`config.mk`:
```
export PLATFORM = sky130hd
export DESIGN_NAME = spi_bus_byte_capture_top
export DESIGN_NICKNAME = d
export VERILOG_FILES = /design/src/rtl/spibc_pkg.sv /design/src/rtl/spi_bus_byte_capture_top.sv
export SDC_FILE = /design/constraint.sdc
export NUM_CORES = 1
export LEC_CHECK = 0
export ABC_CLOCK_PERIOD_IN_PS = 4100
export BUFFER_PORTS_ARGS = -buffer_cell sky130_fd_sc_hd__buf_2
export CAP_MARGIN = 20
export CORE_ASPECT_RATIO = 1.25
export CORE_MARGIN = 1
export CORE_UTILIZATION = 53
export DETAILED_ROUTE_END_ITERATION = 10
export GPL_TIMING_DRIVEN = 1
export PLACE_DENSITY_LB_ADDON = 0.15
export SYNTH_ARGS = -nofsm -noshare
export SYNTH_HDL_FRONTEND = slang
export SYNTH_SLANG_ARGS = --single-unit
```
`constraint.sdc`:
```
create_clock -name clk_i -period 4.1 [get_ports clk_i]
set_input_delay 0.41 -clock clk_i [delete_from_list [all_inputs] [get_ports clk_i]]
set_output_delay 0.41 -clock clk_i [all_outputs]
set_load 0.05 [all_outputs]
```
`src/rtl/spibc_pkg.sv`:
```
// Shared types and constants for the SPI bus byte capture block.
package spibc_pkg;

  // Bus event codes carried on the input request.
  typedef enum logic [1:0] {
    OP_CLOCK  = 2'd0,
    OP_SELECT = 2'd1,
    OP_TICK   = 2'd2
  } op_e;

  // Result kinds carried on the output request.
  localparam logic KIND_BYTE    = 1'b0;
  localparam logic KIND_DISCARD = 1'b1;

  // Configuration register indexes.
  localparam logic REG_WINDOW_TICKS = 1'b0;
  localparam logic REG_BURST_BYTES  = 1'b1;

  // Register widths and reset values.
  localparam int unsigned WindowW = 16;
  localparam int unsigned BurstW  = 8;
  localparam logic [WindowW-1:0] WindowTicksRst = 16'd100;
  localparam logic [BurstW-1:0]  BurstBytesRst  = 8'd16;

  // Largest partial bit count that can be reported.
  localparam logic [2:0] DiscardMax = 3'd7;

  // Select line events seen since the previous byte.
  typedef struct packed {
    logic final_level;
    logic rose;
    logic fell;
  } sel_flags_t;

  // One result item.
  typedef struct packed {
    logic       kind;
    logic [7:0] mosi_byte;
    logic [7:0] miso_byte;
    logic       select_fell;
    logic       select_rose;
    logic       select_final;
    logic [2:0] bits_discarded;
  } result_t;

endpackage

```
`src/rtl/spi_bus_byte_capture_top.sv`:
```
// Top level of the passive SPI bus byte capture block.
//
// Usage: each input request is one bus event. s_axis_tuser selects the event
// (clock rising edge, select line change, time tick) and s_axis_tdata holds
// the sampled MISO, MOSI and select levels. The clock event that completes a
// WORD_BITS-bit word yields one result carrying the assembled MOSI and MISO
// bytes with the select events seen since the previous byte. A tick that ends
// the window while a byte is partly filled yields a discard result with the
// number of dropped bits. Events that cause no result are absorbed silently.
// Each result is registered in the output register before it is presented.
// Throughput: one event per cycle while s_axis_tready is high; every event is
// handled in the cycle it is taken, so the capture state is ready for the next event at once.
// Stalls: results sit in an output register backed by one skid entry. While
// the receiver stalls, input events keep flowing until the skid entry fills,
// then s_axis_tready drops until the output drains.
// Reset: all capture state clears, window_ticks returns to 100 and
// burst_bytes to 16. The configuration port writes one register per cycle;
// the user must write it only while the block is idle; the block does not enforce this.
module spi_bus_byte_capture_top #(
  parameter int unsigned WORD_BITS = 8
) (
  input  logic        clk_i,
  input  logic        rst_ni,
  // Configuration write port.
  input  logic        cfg_we_i,
  input  logic        cfg_addr_i,
  input  logic [15:0] cfg_wdata_i,
  // Input event stream.
  input  logic        s_axis_tvalid,
  output logic        s_axis_tready,
  input  logic [7:0]  s_axis_tdata,   // [0] miso_bit, [1] mosi_bit, [2] select_level
  input  logic [1:0]  s_axis_tuser,   // [1:0] operation
  // Output result stream.
  output logic        m_axis_tvalid,
  input  logic        m_axis_tready,
  output logic [23:0] m_axis_tdata,   // [7:0] mosi_byte, [15:8] miso_byte,
                                      // [16] select_fell, [17] select_rose,
                                      // [18] select_final, [21:19] bits_discarded
  output logic        m_axis_tuser    // [0] kind
);

  localparam int unsigned CntW = (WORD_BITS > 1) ? $clog2(WORD_BITS) : 1;
  localparam logic [CntW-1:0] LastBit = CntW'(WORD_BITS - 1);

  // Configuration registers.
  logic [spibc_pkg::WindowW-1:0] window_ticks_q;
  logic [spibc_pkg::BurstW-1:0]  burst_bytes_q;

  always_ff @(posedge clk_i or negedge rst_ni) begin
    if (!rst_ni) begin
      window_ticks_q <= spibc_pkg::WindowTicksRst;
      burst_bytes_q  <= spibc_pkg::BurstBytesRst;
    end else if (cfg_we_i) begin
      case (cfg_addr_i)
        spibc_pkg::REG_WINDOW_TICKS: window_ticks_q <= cfg_wdata_i;
        spibc_pkg::REG_BURST_BYTES:  burst_bytes_q  <= cfg_wdata_i[spibc_pkg::BurstW-1:0];
        default: ;
      endcase
    end
  end

  // Capture state.
  logic [WORD_BITS-1:0]          miso_shift_q, miso_shift_d;
  logic [WORD_BITS-1:0]          mosi_shift_q, mosi_shift_d;
  logic [CntW-1:0]               bit_count_q, bit_count_d;
  spibc_pkg::sel_flags_t         sel_q, sel_d;
  logic [spibc_pkg::WindowW-1:0] window_count_q, window_count_d;
  logic [spibc_pkg::BurstW-1:0]  burst_count_q, burst_count_d;

  // Output register and skid entry.
  spibc_pkg::result_t out_q, skid_q;
  logic               out_valid_q, skid_valid_q;

  logic               accept;
  logic               res_valid;
  spibc_pkg::result_t res;
  spibc_pkg::op_e     op;
  logic               in_miso, in_mosi, in_level;

  assign s_axis_tready = !skid_valid_q;
  assign accept        = s_axis_tvalid && s_axis_tready;
  assign op            = spibc_pkg::op_e'(s_axis_tuser);
  assign in_miso       = s_axis_tdata[0];
  assign in_mosi       = s_axis_tdata[1];
  assign in_level      = s_axis_tdata[2];

  // Helpers for the event handling below.
  logic [WORD_BITS+7:0]          mosi_ext, miso_ext;
  logic [spibc_pkg::WindowW-1:0] window_next;
  logic [spibc_pkg::BurstW-1:0]  burst_next;
  logic                          expire;

  assign mosi_ext    = {8'd0, mosi_shift_d};
  assign miso_ext    = {8'd0, miso_shift_d};
  assign window_next = window_count_q + 1'b1;
  assign burst_next  = burst_count_q + 1'b1;
  assign expire      = (window_next >= window_ticks_q) || (window_next == '0);

  // Per-event update of the capture state and the result it causes.
  always_comb begin
    miso_shift_d   = miso_shift_q;
    mosi_shift_d   = mosi_shift_q;
    bit_count_d    = bit_count_q;
    sel_d          = sel_q;
    window_count_d = window_count_q;
    burst_count_d  = burst_count_q;
    res_valid      = 1'b0;
    res            = '0;

    if (accept) begin
      case (op)
        spibc_pkg::OP_SELECT: begin
          sel_d.final_level = in_level;
          if (in_level) begin
            sel_d.rose = 1'b1;
          end else begin
            sel_d.fell = 1'b1;
          end
        end
        spibc_pkg::OP_CLOCK: begin
          miso_shift_d = {miso_shift_q[WORD_BITS-2:0], in_miso};
          mosi_shift_d = {mosi_shift_q[WORD_BITS-2:0], in_mosi};
          if (bit_count_q == LastBit) begin
            bit_count_d        = '0;
            res_valid          = 1'b1;
            res.kind           = spibc_pkg::KIND_BYTE;
            res.mosi_byte      = mosi_ext[7:0];
            res.miso_byte      = miso_ext[7:0];
            res.select_fell    = sel_q.fell;
            res.select_rose    = sel_q.rose;
            res.select_final   = sel_q.final_level;
            sel_d              = '0;
            if (burst_next >= burst_bytes_q) begin
              window_count_d = '0;
              burst_count_d  = '0;
            end else begin
              burst_count_d = burst_next;
            end
          end else begin
            bit_count_d = bit_count_q + 1'b1;
          end
        end
        spibc_pkg::OP_TICK: begin
          if (expire) begin
            window_count_d = '0;
            burst_count_d  = '0;
            if (bit_count_q != '0) begin
              res_valid          = 1'b1;
              res.kind           = spibc_pkg::KIND_DISCARD;
              res.bits_discarded = (32'(bit_count_q) > 32'(spibc_pkg::DiscardMax)) ?
                                   spibc_pkg::DiscardMax : 3'(bit_count_q);
              bit_count_d        = '0;
            end
          end else begin
            window_count_d = window_next;
          end
        end
        default: ;
      endcase
    end
  end

  // Capture state registers.
  always_ff @(posedge clk_i or negedge rst_ni) begin
    if (!rst_ni) begin
      miso_shift_q   <= '0;
      mosi_shift_q   <= '0;
      bit_count_q    <= '0;
      sel_q          <= '0;
      window_count_q <= '0;
      burst_count_q  <= '0;
    end else begin
      miso_shift_q   <= miso_shift_d;
      mosi_shift_q   <= mosi_shift_d;
      bit_count_q    <= bit_count_d;
      sel_q          <= sel_d;
      window_count_q <= window_count_d;
      burst_count_q  <= burst_count_d;
    end
  end

  // Output register with one skid entry behind it.
  logic out_free;
  assign out_free = !out_valid_q || m_axis_tready;

  always_ff @(posedge clk_i or negedge rst_ni) begin
    if (!rst_ni) begin
      out_valid_q  <= 1'b0;
      skid_valid_q <= 1'b0;
    end else if (out_free) begin
      if (skid_valid_q) begin
        out_valid_q  <= 1'b1;
        skid_valid_q <= 1'b0;
      end else begin
        out_valid_q <= res_valid;
      end
    end else if (res_valid) begin
      skid_valid_q <= 1'b1;
    end
  end

  always_ff @(posedge clk_i) begin
    if (out_free) begin
      if (skid_valid_q) begin
        out_q <= skid_q;
      end else if (res_valid) begin
        out_q <= res;
      end
    end else if (res_valid) begin
      skid_q <= res;
    end
  end

  // Output packing.
  assign m_axis_tvalid = out_valid_q;
  assign m_axis_tuser  = out_q.kind;
  assign m_axis_tdata  = {2'b00, out_q.bits_discarded, out_q.select_final,
                          out_q.select_rose, out_q.select_fell,
                          out_q.miso_byte, out_q.mosi_byte};

endmodule
```
==> results by group, run 1 <==
GRT
  • Most Crowded Layer GR: met2
  • Met3 global-route usage: approximately 5.3%
  • Grt met1 use: 26.37%
  • Initial antenna violation count: 0
  • Met2 Use GR: between 30% and 40%
  • GRT Resource Usage Total: 21.51%
  • Vias in the first global route: 3975
  • First-pass GRT wire length: around 18000 um
  • Aggregate global routing overflow: 0
  • Largest net degree at the start of global routing: 46

Die
  • Io pins: 59
  • Core footprint: approximately 11000 um^2
  • Rows: 42
  • Die Wd: 95.33 um
  • Starting Density: between 50% and 60%
  • Die H: approximately 120 um
  • Die area: around 11000 um^2

Pwr
  • Pwr/cell area: 464.0 nW/um^2
  • Maximum vdd drop: ~0.00028 V
  • Leakage: approximately 3.3 nW

Critical path
  • Critical path depth in cells: 13
  • Crit path launch: window_count_q[0]
  • Crit Path Category: reg2reg
  • CP Cell Sequence: ha_1 > nand4_2 > or3_1 > xnor2_1 > ha_1 > a21o_1 > a21oi_1 > o21a_1 > o21a_1 > o21ai_1 > a311oi_1 > nor2_2 > buf_16
  • FF-to-FF path depth: 13
  • Critical path's top delay family: compound AO/OA/AOI/OAI gates
  • Crit Path Max Fanout: 18
  • Slowest stage delay, CP: roughly 0.48 ns
  • Buf+Inv Stages, Crit Path: 1
  • Worst Setup End Kind: flip-flop
  • Slowest CP cell: or3_1
  • CP required: around 4.3 ns
  • CP arrival: a little under 4 ns
  • Worst R2R Start: window_count_q[0]
  • CP startpoint kind: flip-flop

Timing
  • Fin crit period: 3.683 ns
  • Final worst setup slack: 0.4173 ns
  • Clock Skews: around 0.012 ns
  • Fmax: between 200 and 300 MHz
  • Setup TNS: 0 ns
  • Hold_ws: 0.2043 ns
  • Slew headroom: a little over two fifths
  • Slew Viols, Final: 0
  • RSZ-0062 raised after global routing: no
  • Crit share post-route: about nine tenths
  • Hold Vio Cnt, Final: 0
  • Worst-Margin Slew: ~0.85 ns
  • Setup violations, final: 0

Synthesis
  • Synth Cell Area: approximately 5800 um^2
  • Avg Cell Area, Syn: around 11 um^2
  • Dominant cells by area after synthesis: dfrtp_1 (29%), edfxtp_1 (24%), ha_1 (6.5%)
  • Post-Syn Instances: 503
  • Post-synth top cells: dfrtp_1 (66), nand2_1 (51), edfxtp_1 (46), inv_1 (31), o21ai_0 (31)
  • Post-synth EDFFs: 46
  • Post-synth cell types: 50
  • Cell taking the most area after synthesis: dfrtp_1
  • Post-synthesis sequential area ratio: 54.38%
  • Post-synthesis register bit count: roughly 120
  • Post-Synth Simple-Gate Area: a little over an eighth
  • Synth Area in Compound Gates: 14.25%
  • Mux share of post-synthesis cell area: between 4 and 5%
  • Largest family of logic cells by synthesized area: compound AO/OA/AOI/OAI gates
  • Count leader, synth: dfrtp_1
  • Xor/xnor share of the synthesized area: between 3 and 4%
  • Primary FF master, synth: dfrtp_1
  • Area share of fa/ha/maj cells after synthesis: around 6.5%
  • Post-synth top area share: 28.62%
  • Synth warnings: 0
  • FFs w/ async S/R, synth: between 60% and 70%

Clock network
  • CTS Root Cell: clkbuf_16
  • Clock Tree Buf Depth: 2
  • Clk_lat worst skew: between 0.4 and 0.5 ns
  • Clk pin slew, worst setup/hold paths: around 0.050 ns
  • Num CTS Buffers: 17
  • H-tree depth: 4
  • CTS sink count: about 120
  • Post-CTS setup buffer count: 0
  • CTS tree: yes

Hold path
  • Hold path depth: 3
  • Hold path start: cfg_wdata_i[11]
  • Hold crit path type: in2reg

Run status
  • Status: completed

Route
  • Overall routed net length: 11130 um
  • Residual DRC: 0
  • Routed len/inst: around 16 um
  • Via density: between 5 and 6
  • TritonRoute pass-1 iters: 4
  • Antenna viol nets, final: 0
  • Vias: between 3000 and 4000
  • DRT iter0 DRCs: between 150 and 200

Layout
  • Layout Nets: 628
  • Share of layout cells above drive strength 1: 23.14%
  • Area occupied by registers: 3138 um^2
  • N_diodes: 0
  • Design area: between 6000 and 7000 um^2
  • Area of the multi-input gates: between 2000 and 2500 um^2
  • Layout area overhead: 18.69%
  • Fillers: around 860

Place
  • Hpwl dp: 7745 um
  • Place WS: 0.4407 ns
  • Placer Congestion: ~0.85
  • Placed inst area: about 6200 um^2
  • IO buf count: 51

Flow run
  • # Max-Cap Violations: 0
## cells by family after synthesis
kind of cell               Yosys count
AOI/OAI and AO/OA                  115
DFF                                116
adders and majority gates           30
buffers and inverters               54
xor gates and xnor gates            20
and+or+nand+nor                    143
muxes                               24
other                                1
## worst paths after layout
path	slack, ns	to
worst max-delay path	0.42	m_axis_tdata[3]
worst min-delay path	0.20	window_ticks_q[11]
worst max register to register	0.42	m_axis_tdata[3]
worst min register to register	0.50	sel_q[0]
max in group asynchronous	3.11	window_count_q[8]
min in group asynchronous	0.39	miso_shift_q[1]
## worst min-delay path: cells and delay by family
kind | cells | cell delay [ns]
AO/OA/AOI/OAI | 1 | 0.06
buffers and inverters | 1 | 0.08
AND/OR/NAND/NOR | 1 | 0.03
## placed cells by master (no fill, tap or decap), drive strengths merged, types with 3 or more instances in the layout
cell type and instances:
ha 30, nand4 4, xnor2 7, a22o 12, buf 65, nor2 19, mux2 24, nand3 9
a21o 29, and4 3, o31ai 4, and3 25, clkinvlp 3, a21oi 8, a32o 5, inv 32
nor2b 7, nor3 9, clkinv 6, xor2 13, o21a 7, nand2 52, dfstp 4, o211ai 4
nand2b 3, edfxtp 46, bufinv 3, and2 4, o21ai 34, clkbuf 19, dfrtp 66
## layout make-up
class | count | area share (%)
clock buffers | 19 | 6.321
clock inverters | 13 | 2.320
repair buffers | 66 | 5.992
flip-flops and latches | 116 | 45.82
well taps | 132 | 2.411
inverters | 31 | 1.699
multi-input cells | 334 | 35.44
## sequential cells by signal, summed over array words and instances (netlist names)
| register | count |
|---|---|
| skid_q | 23 |
| window_ticks_q | 16 |
| m_axis_tuser | 1 |
| miso_shift_q | 7 |
| m_axis_tvalid | 1 |
| window_count_q | 16 |
| bit_count_q | 3 |
| sel_q | 3 |
| skid_valid_q | 1 |
| m_axis_tdata | 22 |
| burst_count_q | 8 |
| mosi_shift_q | 7 |
| burst_bytes_q | 8 |
## repair_timing
action | 4_1_cts | 5_1_grt
hold buffers | 0 | 1
hold endpoints to repair | 0 | 3
endpoints found under the setup margin | 0 | 0
resized for setup | 0 | 0
## metal layers
metal / vias to the layer above / share of wire [%]
met5: - / 0
li1: 1937 / -
met3: 16 / 3.7
met2: 86 / 52
met1: 1931 / 43
met4: 0 / 1.3
## report_power, final
group / internal, mW / total [mW] / switching [mW]
clock network: 0.952 / 1.47 / 0.519
logic: 0.148 / 0.311 / 0.164
registers: 1.32 / 1.40 / 0.0762
## through the flow
step	total power [mW]	util [%]	cells
after floorplan	1.615	-	504
after global placement	1.701	58.26	675
after detailed placement	1.725	58.52	676
after CTS	3.202	64.10	708
after global routing	3.313	64.52	711
final	3.178	64.52	711
(Power assumes the default switching activity.)
==> run 2: changes to the inputs <==
--- a/config.mk
+++ b/config.mk
@@ -5,12 +5,13 @@
 export SDC_FILE = /design/constraint.sdc
 export NUM_CORES = 1
 export LEC_CHECK = 0
+export ABC_AREA = 1
 export ABC_CLOCK_PERIOD_IN_PS = 4100
 export BUFFER_PORTS_ARGS = -buffer_cell sky130_fd_sc_hd__buf_2
 export CAP_MARGIN = 20
 export CORE_ASPECT_RATIO = 1.25
 export CORE_MARGIN = 1
-export CORE_UTILIZATION = 53
+export CORE_UTILIZATION = 54
 export DETAILED_ROUTE_END_ITERATION = 10
 export GPL_TIMING_DRIVEN = 1
 export PLACE_DENSITY_LB_ADDON = 0.15
==> results by group, run 2 <==
Route
  • Residual DRC: 0 (unchanged)
  • Overall routed net length: 11360 um (+2.1%)
  • Vias: 4402 (+11%)
  • Via density: 5.101 (-8.6%)
  • DRT iter0 DRCs: 168 (+9.8%)
  • Antenna viol nets, final: 0 (unchanged)
  • Routed len/inst: 13.17 um (-16%)
  • TritonRoute pass-1 iters: 4 (unchanged)

Layout
  • Layout Nets: 780 (+24%)
  • Max reg flops: 23 (unchanged)
  • Most common cell after layout, fill and taps aside: nand2_1
  • Largest Register: skid_q
  • Commonest non-fill, non-tap cells in the layout: nand2_1 (129), inv_1 (110), nor2_1 (67), dfrtp_1 (66), buf_2 (51)
  • Layout area overhead: 16.97%
  • Non-filler cells, final: 863 (+21%)
  • Area of the multi-input gates: 2307 um^2 (-4.9%)
  • Fillers: 898 (+4.9%)
  • Area occupied by registers: 3138 um^2 (unchanged)
  • N_diodes: 0 (unchanged)
  • Utilization after layout: 65.25% (+0.73 points)
  • Share of layout cells above drive strength 1: 19.43% (-3.7 points)

GRT
  • Vias in the first global route: 4537 (+14%)
  • Initial antenna violation count: 0 (unchanged)
  • First-pass GRT wire length: 19720 um (+7.0%)
  • GRT Resource Usage Total: 22.61% (+1.1 points)
  • Aggregate global routing overflow: 0 (unchanged)
  • Largest net degree at the start of global routing: 43 (-6.5%)

Critical path
  • Slowest CP cell: dfrtp_1
  • Worst Setup End Kind: flip-flop
  • CP Cell Sequence: ha_1 > nand3_2 > nor2_4 > nand4_1 > nand2_1 > inv_1 > ha_1 > nand2_1 > inv_1 > nand3_1 > nor2_1 > and3_1 > nor2_1 > nand2_4 > nand2_2 > nand2_2 > nand2_4 > nor2_2 > buf_4
  • Slowest stage delay, CP: 0.44 ns (-0.04 ns)
  • Crit Path Max Fanout: 14 (-4)
  • Crit Path Category: reg2reg
  • CP startpoint kind: flip-flop
  • CP required: 4.20 ns (-0.07 ns)
  • CP arrival: 3.73 ns (-0.12 ns)

Synthesis
  • Cell taking the most area after synthesis: dfrtp_1
  • Post-synthesis sequential area ratio: 52.73% (-1.6 points)
  • FFs w/ async S/R, synth: 60.34% (unchanged)
  • Post-Syn Instances: 658 (+31%)
  • Dominant cells by area after synthesis: dfrtp_1 (28%), edfxtp_1 (23%), nand2_1 (8.1%)
  • Post-synth top area share: 27.75% (-0.87 points)
  • Primary FF master, synth: dfrtp_1
  • Post-synthesis register bit count: 116 (unchanged)
  • Avg Cell Area, Syn: 9.044 um^2 (-21%)
  • Synth Cell Area: 5951 um^2 (+3.1%)
  • Count leader, synth: nand2_1
  • Synth warnings: 0 (unchanged)
  • Post-synth top cells: nand2_1 (129), inv_1 (110), nor2_1 (68), dfrtp_1 (66)
  • Post-synth cell types: 39 (-22%)
  • Post-synth EDFFs: 46 (unchanged)

Pwr
  • Maximum vdd drop: 0.0002832 V (+0.46%)
  • Pwr/cell area: 478.5 nW/um^2 (+3.1%)
  • Leakage: 3.333 nW (+0.47%)
  • Total Power: 3.331 mW (+4.8%)

Clock network
  • Clk_lat worst skew: 0.42 ns (about the same)
  • H-tree depth: 4 (unchanged)
  • Clk pin slew, worst setup/hold paths: 0.05 ns (about the same)
  • CTS Root Cell: clkbuf_16
  • CTS tree: yes
  • Num CTS Buffers: 17 (unchanged)
  • Post-CTS setup buffer count: 0 (unchanged)
  • CTS sink count: 116 (unchanged)
  • Clock Tree Buf Depth: 2 (unchanged)

Timing
  • Hold Vio Cnt, Final: 0 (unchanged)
  • Slew Viols, Final: 0 (unchanged)
  • Final worst setup slack: 0.4607 ns (+0.04343 ns)
  • Slew headroom: 43.08% (+0.046 points)
  • Fmax: 274.8 MHz (+1.2%)
  • Fin crit period: 3.639 ns (-0.04343 ns)
  • Crit share post-route: 88.76% (-1.1 points)
  • Clock Skews: 0.01686 ns (+0.005216 ns)
  • Worst-Margin Slew: 0.8517 ns (-0.002747 ns)
  • Setup violations, final: 0 (unchanged)
  • RSZ-0062 raised after global routing: no
  • Setup TNS: 0 ns (unchanged)

Die
  • Die H: 119.4 um (+0.59%)
  • Io pins: 59 (unchanged)
  • Die Wd: 95.89 um (+0.59%)
  • Core footprint: 10670 um^2 (+0.49%)
  • Rows: 42 (unchanged)
  • Die area: 11450 um^2 (+1.2%)
  • Starting Density: 55.78% (+1.4 points)

Place
  • Hpwl dp: 7927 um (+2.4%)
  • Placer Congestion: 0.7976 (-5.8%)
  • Place WS: 0.3295 ns (-0.1111 ns)
  • Dpl cells: 831 (+23%)
  • IO buf count: 51 (unchanged)

Hold path
  • Hold crit path type: in2async

Run status
  • Status: completed

Flow run
  • # Max-Cap Violations: 0 (unchanged)
## run 2: cells by family after synthesis
group	count (synthesis)	share of synthesized area [%]
compound gates	108	10.91
xor+xnor	5	0.7359
fa+ha+maj	30	6.308
buf+inv	134	8.726
flops	116	52.73
other cells	1	0.06302
simple gates	264	20.52
## run 2: repair_timing
item / CTS / global route
gates resized for setup: 0 / 1
endpoints found under the setup margin: 0 / 12
hold buffers: 0 / 0
## run 2: worst max-delay path, delay by kind of cell, from the launching register on
| family | cells | cell delay (ns) |
|---|---|---|
| AND/OR/NAND/NOR | 14 | 1.91 |
| buffers and inverters | 3 | 0.46 |
| adder cells (fa/ha/maj) | 2 | 0.54 |
| flip-flops | 1 | 0.44 |
## run 2: through the flow
stage | instance area [um^2] | hold slack, ns
floorplan | 5954 | 0.1144
global placement | 6342 | 0.4726
detailed placement | 6342 | 0.4726
CTS | 6953 | 0.08658
global route | 6960 | 0.1223
finish | 6960 | 0.06211
## run 2: final timing paths
path,cells past startpoint,from,slack (ns),end
max in group asynchronous,2,rst_ni,3.03,window_count_q[6]
min,1,rst_ni,0.06,burst_bytes_q[7]
min reg2reg,2,window_ticks_q[7],0.48,window_ticks_q[7]
max reg2reg,19,window_count_q[0],0.46,skid_q[1]
max,19,window_count_q[0],0.46,skid_q[1]
min in group clk_i,3,s_axis_tdata[0],0.23,miso_shift_q[0]
## run 2: final cells by class
cell class	count	area share [%]
Timing Repair Buffer	57	4.314
Clock inverter	10	2.247
Sequential cell	116	45.08
Tap cell	132	2.373
Inverter	117	6.310
Clock buffer	22	6.525
Multi-Input combinational cell	409	33.15
## run 2: power by group
| part | switching [mW] | internal (mW) | total (mW) |
|---|---|---|---|
| combinational | 0.274 | 0.153 | 0.427 |
| sequential | 0.0670 | 1.31 | 1.38 |
| clock | 0.500 | 1.03 | 1.53 |
## run 2: routing by layer
| layer | GRT usage (%) | part of all wire [%] |
|---|---|---|
| met1 | 25.85 | 43 |
| met5 | 0 | 0 |
| met2 | 39.55 | 52 |
| met3 | 5.811 | 3.7 |
| met4 | 8.955 | 1.5 |
==> run 3: changes to the inputs <==
--- a/config.mk
+++ b/config.mk
@@ -6,7 +6,7 @@
 export NUM_CORES = 1
 export LEC_CHECK = 0
 export ABC_AREA = 1
-export ABC_CLOCK_PERIOD_IN_PS = 4100
+export ABC_CLOCK_PERIOD_IN_PS = 3300
 export BUFFER_PORTS_ARGS = -buffer_cell sky130_fd_sc_hd__buf_2
 export CAP_MARGIN = 20
 export CORE_ASPECT_RATIO = 1.25
==> constraint.sdc (replaced) <==
create_clock -name clk_i -period 3.3 [get_ports clk_i]
set_input_delay 0.33 -clock clk_i [delete_from_list [all_inputs] [get_ports clk_i]]
set_output_delay 0.33 -clock clk_i [all_outputs]
set_load 0.05 [all_outputs]
==> results by group, run 3 (synthesis results as in run 2) <==
Flow run
  • # Max-Cap Violations: 0 (unchanged)

GRT
  • Initial antenna violation count: 0 (unchanged)
  • Vias in the first global route: 4560 (+0.51%)
  • Aggregate global routing overflow: 0 (unchanged)
  • Met2 Use GR: 40.80% (+1.3 points)
  • Most Crowded Layer GR: met2
  • Grt met1 use: 25.50% (-0.35 points)
  • Largest net degree at the start of global routing: 71 (+65%)
  • GRT Resource Usage Total: 22.93% (+0.32 points)
  • First-pass GRT wire length: 20000 um (+1.4%)
  • Met3 global-route usage: 6.705% (+0.89 points)

Timing
  • Worst-Margin Slew: 0.9164 ns (+0.06465 ns)
  • Fin crit period: 3.132 ns (-0.5068 ns)
  • Slew headroom: 38.91% (-4.2 points)
  • Slew Viols, Final: 0 (unchanged)
  • Setup violations, final: 0 (unchanged)
  • Clock Skews: 0.009702 ns (-0.007157 ns)
  • Final worst setup slack: 0.1675 ns (-0.2932 ns)
  • Hold Vio Cnt, Final: 0 (unchanged)
  • Fmax: 319.2 MHz (+16%)
  • Crit share post-route: 94.92% (+6.2 points)
  • Hold_ws: 0.1206 ns (+0.05852 ns)

Die
  • Io pins: 59 (unchanged)
  • Core footprint: 10670 um^2 (unchanged)
  • Starting Density: 55.78% (unchanged)
  • Rows: 42 (unchanged)
  • Die area: 11450 um^2 (unchanged)
  • Die Wd: 95.89 um (unchanged)
  • Die H: 119.4 um (unchanged)

Route
  • Vias: 4533 (+3.0%)
  • DRT iter0 DRCs: 167 (-0.60%)
  • Antenna viol nets, final: 0 (unchanged)
  • Overall routed net length: 12160 um (+7.0%)
  • Residual DRC: 0 (unchanged)
  • TritonRoute pass-1 iters: 4 (unchanged)
  • Via density: 5.139 (+0.76%)
  • Routed len/inst: 13.78 um (+4.7%)

Clock network
  • H-tree depth: 4 (unchanged)
  • Clock Tree Buf Depth: 2 (unchanged)
  • CTS sink count: 116 (unchanged)
  • Clk pin slew, worst setup/hold paths: 0.05 ns (about the same)
  • CTS Root Cell: clkbuf_16
  • CTS tree: yes
  • Clk_lat worst skew: 0.41 ns (about the same)
  • Num CTS Buffers: 17 (unchanged)

Run status
  • Status: completed

Layout
  • Max reg flops: 23 (unchanged)
  • Layout area overhead: 20.82%
  • Share of layout cells above drive strength 1: 22.40% (+3.0 points)
  • Layout Nets: 799 (+2.4%)
  • Design area: 7189 um^2 (+3.3%)
  • N_diodes: 0 (unchanged)
  • Non-filler cells, final: 882 (+2.2%)
  • Fillers: 845 (-5.9%)
  • Commonest non-fill, non-tap cells in the layout: nand2_1 (129), inv_1 (110), dfrtp_1 (66), nor2_1 (65), buf_2 (51)
  • Most common cell after layout, fill and taps aside: nand2_1
  • Largest Register: skid_q

Place
  • Dpl cells: 844 (+1.6%)
  • IO buf count: 51 (unchanged)
  • Hpwl dp: 8020 um (+1.2%)
  • Placed inst area: 6447 um^2 (+1.7%)
  • Place WS: 0.001041 ns (-0.3285 ns)
  • Placer Congestion: 0.8442 (+5.8%)

Pwr
  • Pwr/cell area: 573.0 nW/um^2 (+20%)
  • Switching Fraction: 26.73% (+1.5 points)
  • Clock power frac: 44.5% (-1.4 points)
  • Maximum vdd drop: 0.0004562 V (+61%)
  • Power share of the combinational group: 14.0% (+1.2 points)
  • P_int: 3.019 mW (+21%)
  • Leakage: 3.413 nW (+2.4%)
  • Total Power: 4.120 mW (+24%)
  • Seq pwr share: 41.5% (+0.2 points)
  • Psw: 1.101 mW (+31%)

Critical path
  • Worst Setup End Kind: flip-flop
  • Worst r2r dst: m_axis_tdata[3]
  • CP startpoint kind: flip-flop
  • CP arrival: 3.18 ns (-0.55 ns)
  • Worst R2R Setup Slack: 0.17 ns (-0.29 ns)
  • Crit Path Category: reg2reg
  • FF-to-FF path depth: 21 (+2)
  • CP required: 3.35 ns (-0.85 ns)
  • Crit Path Max Fanout: 12 (-2)
  • Worst R2R Start: window_count_q[0]

Hold path
  • Hold crit path type: in2async
-- run 3: layout make-up --
cell class	instances	area, um^2	share of cell area (%)
Clock buffer	18	429.2	5.969
Inverter	117	439.2	6.109
Sequential cell	116	3138	43.65
Clock inverter	14	161.4	2.245
Tap cell	132	165.2	2.297
Multi-Input combinational cell	410	2381	33.12
Timing Repair Buffer	75	475.5	6.613
-- run 3: how the worst max path moves through the flow --
| stage | startpoint | endpoint | slack [ns] | cells after the start |
|---|---|---|---|---|
| 6_report | window_count_q[0] | m_axis_tdata[3] | 0.17 | 21 |
| 2_1_floorplan | window_count_q[0] | skid_q[0] | 0.08 | 18 |
| 3_3_place_gp | window_count_q[0] | m_axis_tdata[11] | 0.05 | 18 |
| 4_1_cts | window_count_q[0] | m_axis_tuser | 0.03 | 18 |
| 3_5_place_dp | window_count_q[1] | m_axis_tdata[18] | 0.001 | 18 |
| 5_1_grt | window_count_q[0] | m_axis_tdata[14] | -0.04 | 21 |
-- run 3: what timing repair did --
item | 4_1_cts | 5_1_grt
pin swaps | 1 | 9
buffers inserted | 0 | 4
cloned | 1 | 2
hold buffers | 0 | 0
endpoints found under the setup margin | 23 | 46
gates resized for setup | 0 | 19
-- run 3: critical path, stage by stage (launching register included) --
cell,delay [ns]
dfrtp_1,0.43
buf_6,0.15
nand2_1,0.10
nor2_4,0.08
buf_4,0.13
nand3_1,0.07
nand2_1,0.05
nand2_1,0.09
inv_1,0.06
ha_1,0.31
nand2_1,0.08
inv_1,0.07
o21ai_0,0.08
a21oi_1,0.13
nor2_1,0.07
nand2_1,0.12
nor2_4,0.06
nand2_4,0.07
nand2_2,0.05
nand2_2,0.08
nand2_4,0.10
a21oi_4,0.41
-- run 3: routing by layer --
metal / up-vias / share of wire (%)
li1: 2283 / -
met1: 2129 / 42
met2: 107 / 53
met3: 14 / 3.9
met4: 0 / 1.3
met5: - / 0
-- run 3: through the flow --
| stage | util, % | setup TNS (ns) |
|---|---|---|
| after global routing | 67.39 | -0.7856 |
| final | 67.39 | 0 |
| after detailed placement | 60.44 | 0 |
| after floorplan | - | 0 |
| after CTS | 66.06 | 0 |
| after global placement | 60.44 | 0 |
-- run 3: power groups by stage --
stage          clock [mW]  sequential, mW  combinational, mW
3_5_place_dp            0            1.73              0.548
6_report             1.83            1.71              0.577
3_3_place_gp            0            1.72              0.517
4_1_cts              1.86            1.70              0.560
5_1_grt              1.93            1.73              0.665
2_1_floorplan           0            1.72              0.387
